**src/rtl/core/bs_pkg.sv**
```systemverilog
// Shared constants, codes and types of the bitonic sorter.
package bs_pkg;

   localparam int MAX_KEYS   = 64;
   localparam int KEY_W      = 64;
   localparam int MAX_LOG2   = $clog2(MAX_KEYS + 1) - 1;
   localparam int ADDR_W     = (MAX_KEYS > 1) ? $clog2(MAX_KEYS) : 1;
   localparam int BANK_AW    = (ADDR_W > 1) ? ADDR_W - 1 : 1;
   localparam int BANK_DEPTH = (MAX_KEYS + 1) / 2;
   localparam int STAGE_W    = $clog2(MAX_LOG2 + 1);
   localparam int COUNT_W    = ADDR_W + 1;
   localparam int SIZE_W     = 3;
   localparam int CSR_IDX_W  = 1;
   localparam int CSR_DATA_W = 3;

   localparam logic [CSR_IDX_W-1:0] REG_SORT_ASCENDING = 1'b0;
   localparam logic [CSR_IDX_W-1:0] REG_SIZE_LOG2      = 1'b1;

   localparam logic [SIZE_W-1:0] SIZE_LOG2_RESET = 3'd6;

   // One compare-exchange issued by the network sequencer.
   typedef struct packed {
      logic              ce_valid;
      logic              done;
      logic              up;
      logic [ADDR_W-1:0] p;
      logic [ADDR_W-1:0] q;
   } seq_out_type;

endpackage

```
**src/rtl/core/bs_seq.sv**
```systemverilog
// Schedule of the bitonic network: one compare-exchange pair per cycle, stage by stage, with a gap between stages.
module bs_seq (
   input  logic                             clock,
   input  logic                             reset,
   input  logic                             start,
   input  logic [bs_pkg::STAGE_W-1:0]       l,
   input  logic                             asc,
   output bs_pkg::seq_out_type              seq_out
);

   typedef enum logic [1:0] {SEQ_IDLE, SEQ_RUN, SEQ_GAP} seq_state_type;

   seq_state_type                state_ff, state_in;
   logic [bs_pkg::STAGE_W-1:0]   k_ff, k_in;
   logic [bs_pkg::STAGE_W-1:0]   j_ff, j_in;
   logic [bs_pkg::BANK_AW-1:0]   c_ff, c_in;

   logic [bs_pkg::COUNT_W-1:0]   n_half;
   logic [bs_pkg::BANK_AW-1:0]   half_last;
   logic [bs_pkg::ADDR_W-1:0]    cx;
   logic [bs_pkg::ADDR_W-1:0]    low_mask;
   logic [bs_pkg::ADDR_W-1:0]    p;
   logic [bs_pkg::ADDR_W:0]      p_sh;
   logic                         last_stage;

   always_comb begin
      n_half    = (bs_pkg::COUNT_W'(1) << l) >> 1;
      half_last = bs_pkg::BANK_AW'(n_half - bs_pkg::COUNT_W'(1));
      // The pair index is the counter with a zero slotted in at bit j.
      cx        = bs_pkg::ADDR_W'(c_ff);
      low_mask  = ~({bs_pkg::ADDR_W{1'b1}} << j_ff);
      p         = ((cx >> j_ff) << (j_ff + 1'b1)) | (cx & low_mask);
      p_sh      = {1'b0, p} >> k_ff;
      last_stage = (j_ff == '0) && (k_ff == l);

      seq_out.ce_valid = (state_ff == SEQ_RUN);
      seq_out.done     = (state_ff == SEQ_GAP) && last_stage;
      seq_out.p        = p;
      seq_out.q        = p | (bs_pkg::ADDR_W'(1) << j_ff);
      // Inner blocks alternate direction; the final merge takes the requested one.
      seq_out.up       = (k_ff == l) ? asc : ~p_sh[0];
   end

   always_comb begin
      state_in = state_ff;
      k_in     = k_ff;
      j_in     = j_ff;
      c_in     = c_ff;
      case (state_ff)
         SEQ_IDLE: begin
            if (start) begin
               k_in     = bs_pkg::STAGE_W'(1);
               j_in     = '0;
               c_in     = '0;
               state_in = SEQ_RUN;
            end
         end
         SEQ_RUN: begin
            if (c_ff == half_last) begin
               state_in = SEQ_GAP;
            end else begin
               c_in = c_ff + 1'b1;
            end
         end
         SEQ_GAP: begin
            // The gap cycle lets the last write of a stage land before the next reads.
            c_in = '0;
            if (j_ff == '0) begin
               if (k_ff == l) begin
                  state_in = SEQ_IDLE;
               end else begin
                  k_in     = k_ff + 1'b1;
                  j_in     = k_ff;
                  state_in = SEQ_RUN;
               end
            end else begin
               j_in     = j_ff - 1'b1;
               state_in = SEQ_RUN;
            end
         end
         default: begin
            state_in = SEQ_IDLE;
         end
      endcase
   end

   always_ff @(posedge clock) begin
      if (reset) begin
         state_ff <= SEQ_IDLE;
         k_ff     <= '0;
         j_ff     <= '0;
         c_ff     <= '0;
      end else begin
         state_ff <= state_in;
         k_ff     <= k_in;
         j_ff     <= j_in;
         c_ff     <= c_in;
      end
   end

endmodule

```
**config.mk**
```make
export PLATFORM = sky130hd
export DESIGN_NAME = bs_seq
export DESIGN_NICKNAME = d
export VERILOG_FILES = /design/src/rtl/core/bs_pkg.sv /design/src/rtl/core/bs_seq.sv
export SDC_FILE = /design/constraint.sdc
export NUM_CORES = 1
export LEC_CHECK = 0
export BUFFER_PORTS_ARGS = -buffer_cell sky130_fd_sc_hd__buf_2
export CAP_MARGIN = 30
export CORE_MARGIN = 8
export CORE_UTILIZATION = 30
export CTS_BUF_LIST = sky130_fd_sc_hd__clkbuf_2 sky130_fd_sc_hd__clkbuf_4 sky130_fd_sc_hd__clkbuf_8
export CTS_CLUSTER_DIAMETER = 50
export DETAILED_ROUTE_END_ITERATION = 6
export GPL_TIMING_DRIVEN = 1
export PLACE_DENSITY = 0.48
export SYNTH_ARGS = -nofsm -noshare
export SYNTH_HDL_FRONTEND = slang
export SYNTH_SLANG_ARGS = --single-unit
```
**constraint.sdc**
```tcl
create_clock -name clock -period 6 [get_ports clock]
set_input_delay 1.2 -clock clock [delete_from_list [all_inputs] [get_ports clock]]
set_output_delay 1.2 -clock clock [all_outputs]
set_load 0.02 [all_outputs]
```
==> reports/metrics.yaml, run 1 <==
syn_avg_cell_area_sq_um: 7.75
place.gp.congestion: 0.810
p_total_mw: 0.216
clockBufferDepth: 2
grt_overflow: 0
reg2reg_from: "j_ff[1]"
final_hold_viol_count: 0
post-route-period-util_pct: 69.1
rsz0062_at_grt: "no"
clock_latency_ps: 240
drt-vias-per-instance: 5.24
worstHoldStart: "state_ff[0]"
dpl.hpwl_mm: 2.73
grt_max_degree: 16
drt_iter0_drc: 100
min_path_cells: 2
r2r_cells: 6
outcome: "finished, final reports clean"
drive_gt1_share_pct: 19.3
whs_ps: 541
fmax_ghz: 0.241
end_kind: "output pin"
yosys_warnings: 0
antenna_found_initial: 0
required_ps: 4800
clkSlewWorstSetupHoldPaths_ps: 50
p_leak_nw: 0.688
start_util_pct: 30.6
route.detailed.drc: 0
yosysTopAreaCell: "dfxtp_1"
synth-edff-count: 0
synth_top_flop_cell: "dfxtp_1"
dr.pass1.iters: 4
max-cap-violations: 0
ys_ff_latch: 13
via_count: 1314
syn_area_sq_um: 1430
async_flop_share_pct: 0
relSlewSlack_pct: 46.2
setup_viol: 0
cts_resized: 0
post-cts-setup-buffers: 0
io_buffers: 21
path_max_fanout: 14
final_util_pct: 34.0
worst_clock_skew_ps: 0.952
synth_common_cells: "15 x a21oi_1, 15 x nor2_1, 14 x inv_1"
wl_met3_um: 101
multi_input_area_sq_um: 1040
drv_slew: 0
powerDensity_nw_per_um2: 136
grt_pass1_vias: 1280
worst_pin_slew_ps: 805
root_buffer: "clkbuf_8"
ant_nets: 0
r2r-end: "j_ff[1]"
period_minus_slack_ps: 4150
grt_pass1_wl_mm: 6.30
cts_hold_buf: 0
routed_wl_mm: 3.59
die_area_sq_um: 7220
post-place-cells: 247
fill_cells: 491
synth_top_area_share_pct: 18.2
syn_nets: 203
fin_setup_tns_ps: 0
synthCells: 184
die_h_um: 85.0
wl_met1_mm: 1.81
cts_sinks: 13
n_antenna_cell: 0
peakVddDrop_uv: 108
holdPathEnd: "c_ff[1]"
grt_usage_pct: 10.3
design.final.nets: 217
hp-class: "reg2reg"
cp.arrival_ps: 2950
wl_met2_mm: 1.69
cts_tree: "yes"
rows: 25
wire_per_inst_um: 14.3
core-area_sq_um: 4660
yosysSeqAreaShare_pct: 18.2
dieWidth_um: 85.0
reg2reg_slack_ps: 3650
top_layer_used: "met3"
critical_path_class: "reg2out"
cts_made_buffers: 3
start_kind: "register"
syn_to_final_growth_pct: 11.1
stdcell_count: 251
cts-htree-levels: 1
seq_area_sq_um: 260
ys_types: 57
synth_area_leaders: "dfxtp_1 18%, ha_1 11%, a21oi_1 5.3%"
io_pins: 22
[cells by family after synthesis]
kind of cell,Yosys count,share of synthesized area (%)
buf+inv,28,8.60
fa+ha+maj,12,10.5
mux,7,5.09
flops,13,18.2
compound gates,53,28.1
xor+xnor,10,6.14
simple gates,61,23.3
[worst max-delay path, stage by stage, from the launching register on]
cell	delay, ps
dfxtp_1	630
ha_1	260
inv_1	50
ha_1	350
nor2_1	300
o21ai_0	140
o31a_1	110
o22a_1	210
a2111oi_2	400
a221oi_2	50
buf_2	180
[placed cells by master, fill, tap and decap left out, types with 2 or more instances in the layout]
cell and instances:
a31oi_1 3, nand2_1 10, nand4b_1 2, mux2i_1 5, a21o_1 2, nor2_1 15, a21oi_1 15, nand3_1 9
nand2b_1 3, nor2b_1 3, inv_1 14, xor2_1 7, buf_2 21, dfxtp_1 13, a2111o_1 2, o32ai_1 2
o21ai_1 3, a221oi_2 3, xnor2_1 3, o21ai_0 6, or2_2 2, nor3_1 3, ha_1 12, inv_2 2
clkbuf_8 3, or3_1 2, mux2_1 2, a32oi_1 2
[stage by stage]
stage                     cell area (sq um)  setup WS (ps)
final                                  1590           1850
after detailed placement               1540           2100
after global routing                   1590           1560
after global placement                 1540           2080
after floorplan                        1430           2300
after CTS                              1590           1820
[cell type report]
cell class                 count  share of cell area (%)
sequential                    13                    16.4
inverter                      16                    3.79
multi-input combinational    143                    65.8
clock buffer                   4                    3.08
tap                           54                    4.26
timing repair buffer          21                    6.63
[report_power, final]
part	leakage [nW]	internal (mW)	switching [mW]
sequential	0.105	0.0880	0.00382
combinational	0.557	0.0159	0.0244
clock	0.0262	0.0515	0.0320
[registers in the layout, indices dropped and copies added, names as in the netlist]
name / count
k_ff: 3
j_ff: 3
c_ff: 5
state_ff: 2
[routing by layer]
metal	vias up	GRT usage, %
met4	0	1.62
met2	18	16.3
met1	602	13.8
met3	0	2.70
met5	-	0
li1	694	-
[worst max-delay path by stage]
stage / startpoint / end / depth (start not counted)
6_report: j_ff[1] / seq_out[12] / 10
5_1_grt: j_ff[1] / seq_out[12] / 10
4_1_cts: j_ff[1] / seq_out[12] / 10
3_5_place_dp: j_ff[1] / seq_out[12] / 10
3_3_place_gp: l[1] / seq_out[12] / 8
2_1_floorplan: l[1] / seq_out[12] / 7
(Power assumes the default switching activity.)
==> run 2, diff against run 1 <==
--- a/config.mk
+++ b/config.mk
@@ -13,7 +13,7 @@
 export CTS_CLUSTER_DIAMETER = 50
 export DETAILED_ROUTE_END_ITERATION = 6
 export GPL_TIMING_DRIVEN = 1
-export PLACE_DENSITY = 0.48
+export PLACE_DENSITY = 0.49
 export SYNTH_ARGS = -nofsm -noshare
 export SYNTH_HDL_FRONTEND = slang
 export SYNTH_SLANG_ARGS = --single-unit
==> constraint.sdc (replaced) <==
create_clock -name clock -period 3.6 [get_ports clock]
set_input_delay 0.72 -clock clock [delete_from_list [all_inputs] [get_ports clock]]
set_output_delay 0.72 -clock clock [all_outputs]
set_load 0.02 [all_outputs]
==> reports/metrics.yaml, run 2 (synthesis results as in run 1) <==
n_antenna_cell: 0  # unchanged
dieWidth_um: 85.0  # unchanged
peakVddDrop_uv: 134  # +24%
cp_top_family: "compound AO/OA/AOI/OAI gates"
fin_setup_tns_ps: 0  # unchanged
grt_pass1_vias: 1360  # +6.3%
holdPathEnd: "j_ff[2]"
io_pins: 22  # unchanged
whs_ps: 542  # +0.792 ps
setup_viol: 0  # unchanged
top_register: "c_ff"
top_regs: "c_ff: 5 flops, j_ff: 3 flops, k_ff: 3 flops"
crit_chain: "ha_1 > inv_1 > ha_1 > nor2_2 > o21ai_0 > o31a_1 > o22a_1 > a2111oi_2 > a221oi_2 > buf_2"
grt_overflow: 0  # unchanged
critical_path_class: "reg2out"
post-route-period-util_pct: 93.3
clock_latency_ps: 250  # about the same
crit_cells: 10  # unchanged
hp-class: "reg2reg"
rows: 25  # unchanged
relSlewSlack_pct: 66.8  # +21 points
die_h_um: 85.0  # unchanged
core-area_sq_um: 4660  # unchanged
dpl.hpwl_mm: 2.85  # +4.4%
cts_made_buffers: 3  # unchanged
io_buffers: 21  # unchanged
path_max_fanout: 7  # -7
dr.pass1.iters: 4  # unchanged
grt_max_degree: 15  # -1
critical_path_buf_inv_count: 2  # unchanged
route.detailed.drc: 0  # unchanged
root_buffer: "clkbuf_8"
reg2reg_from: "j_ff[1]"
worstHoldStart: "j_ff[2]"
min_path_cells: 2  # unchanged
r2r_cells: 7  # +1
syn_to_final_growth_pct: 14.0
routed_wl_mm: 3.72  # +3.5%
grt_usage_pct: 10.6  # +0.32 points
end_kind: "output pin"
antenna_found_initial: 0  # unchanged
worst_pin_slew_ps: 497  # -308 ps
required_ps: 2880  # -1920 ps
p_leak_nw: 0.715  # +3.8%
worst_clock_skew_ps: 3.30  # +2.35 ps
fmax_ghz: 0.298
ant_nets: 0  # unchanged
start_util_pct: 30.6  # unchanged
clockBufferDepth: 2  # unchanged
slowest_stage: "dfxtp_1"
cp.arrival_ps: 2640  # -310 ps
grt_pass1_wl_mm: 6.50  # +3.2%
powerDensity_nw_per_um2: 224  # +64%
rsz0062_at_grt: "no"
r2r-end: "j_ff[1]"
cts_tree: "yes"
die_area_sq_um: 7220  # unchanged
critPathMaxStageDelay_ps: 410  # -220 ps
p_total_mw: 0.364  # +69%
outcome: "finished, final reports clean"
start_kind: "register"
drt_iter0_drc: 68  # -32%
most-common-layout-cells: "21 x buf_2, 15 x a21oi_1, 14 x inv_1, 14 x nor2_1"
drt-vias-per-instance: 5.27  # +0.66%
cts_sinks: 13  # unchanged
cts-htree-levels: 1  # unchanged
reg2reg_slack_ps: 1520  # -2130 ps
place.gp.congestion: 0.879  # +8.5%
clkSlewWorstSetupHoldPaths_ps: 60  # about the same
max-cap-violations: 0  # unchanged
final_util_pct: 34.9  # +0.89 points
via_count: 1349  # +2.7%
wire_per_inst_um: 14.5  # +1.5%
final_hold_viol_count: 0  # unchanged
drive_gt1_share_pct: 22.3  # +3.0 points
largest_register_ffs: 5  # unchanged
layout_commonest_cell: "buf_2"
period_minus_slack_ps: 3360
drv_slew: 0  # unchanged
fill_cells: 492  # +0.20%
cpMostUsedCell: "ha_1"
design.final.nets: 222  # +2.3%
run 2: cell count changes in the layout (fill, tap and decap cells not counted), sizes merged:
| cell | delta |
|---|---|
| buf | +5 |
run 2: worst min-delay path, delay by kind of cell, from the launching register on:
kind,cells,cell delay [ps]
flip-flops,1,380
AO/OA/AOI/OAI,1,50
AND/OR/NAND/NOR,1,70
run 2: cell type report:
type	instances	area, sq um	share of cell area [%]
Sequential cell	13	262	16.1
Tap cell	54	67.6	4.15
Inverter	16	60.1	3.69
Multi-Input combinational cell	143	1050	64.3
Clock buffer	4	48.8	3.00
Timing Repair Buffer	26	143	8.77
run 2: power breakdown:
group	leakage [nW]	total (mW)	switching, mW	internal [mW]
clock	0.0262	0.141	0.0556	0.0858
sequential	0.106	0.153	0.00627	0.147
combinational	0.583	0.0693	0.0409	0.0284
run 2: how the worst max path moves through the flow:
stage / start / to / slack, ps
floorplan: j_ff[1] / seq_out[12] / 440
finish: j_ff[1] / seq_out[12] / 240
detailed placement: j_ff[2] / seq_out[12] / 390
global placement: j_ff[2] / seq_out[12] / 440
global route: j_ff[0] / seq_out[12] / 70
CTS: j_ff[2] / seq_out[12] / 110
run 2: routing by layer:
metal / GRT usage, % / vias up / part of all wire [%]
met1: 14.1 / 623 / 50
met2: 17.2 / 19 / 46
met5: 0 / - / 0
met4: 2.43 / 0 / 0.46
met3: 2.03 / 2 / 2.9
li1: - / 705 / -
run 2: what timing repair did:
item | in CTS | in global routing
setup buffers | 0 | 0
endpoints found under the hold margin | 0 | 0
resized for setup | 0 | 2
hold buffers | 0 | 0
endpoints found under the setup margin | 0 | 1
run 2: through the flow:
step	setup slack (ps)	std cells	area, sq um
after floorplan	441	184	1430
after global placement	442	252	1570
after detailed placement	394	252	1570
after CTS	107	256	1620
after global routing	68.0	256	1630
final	240	256	1630
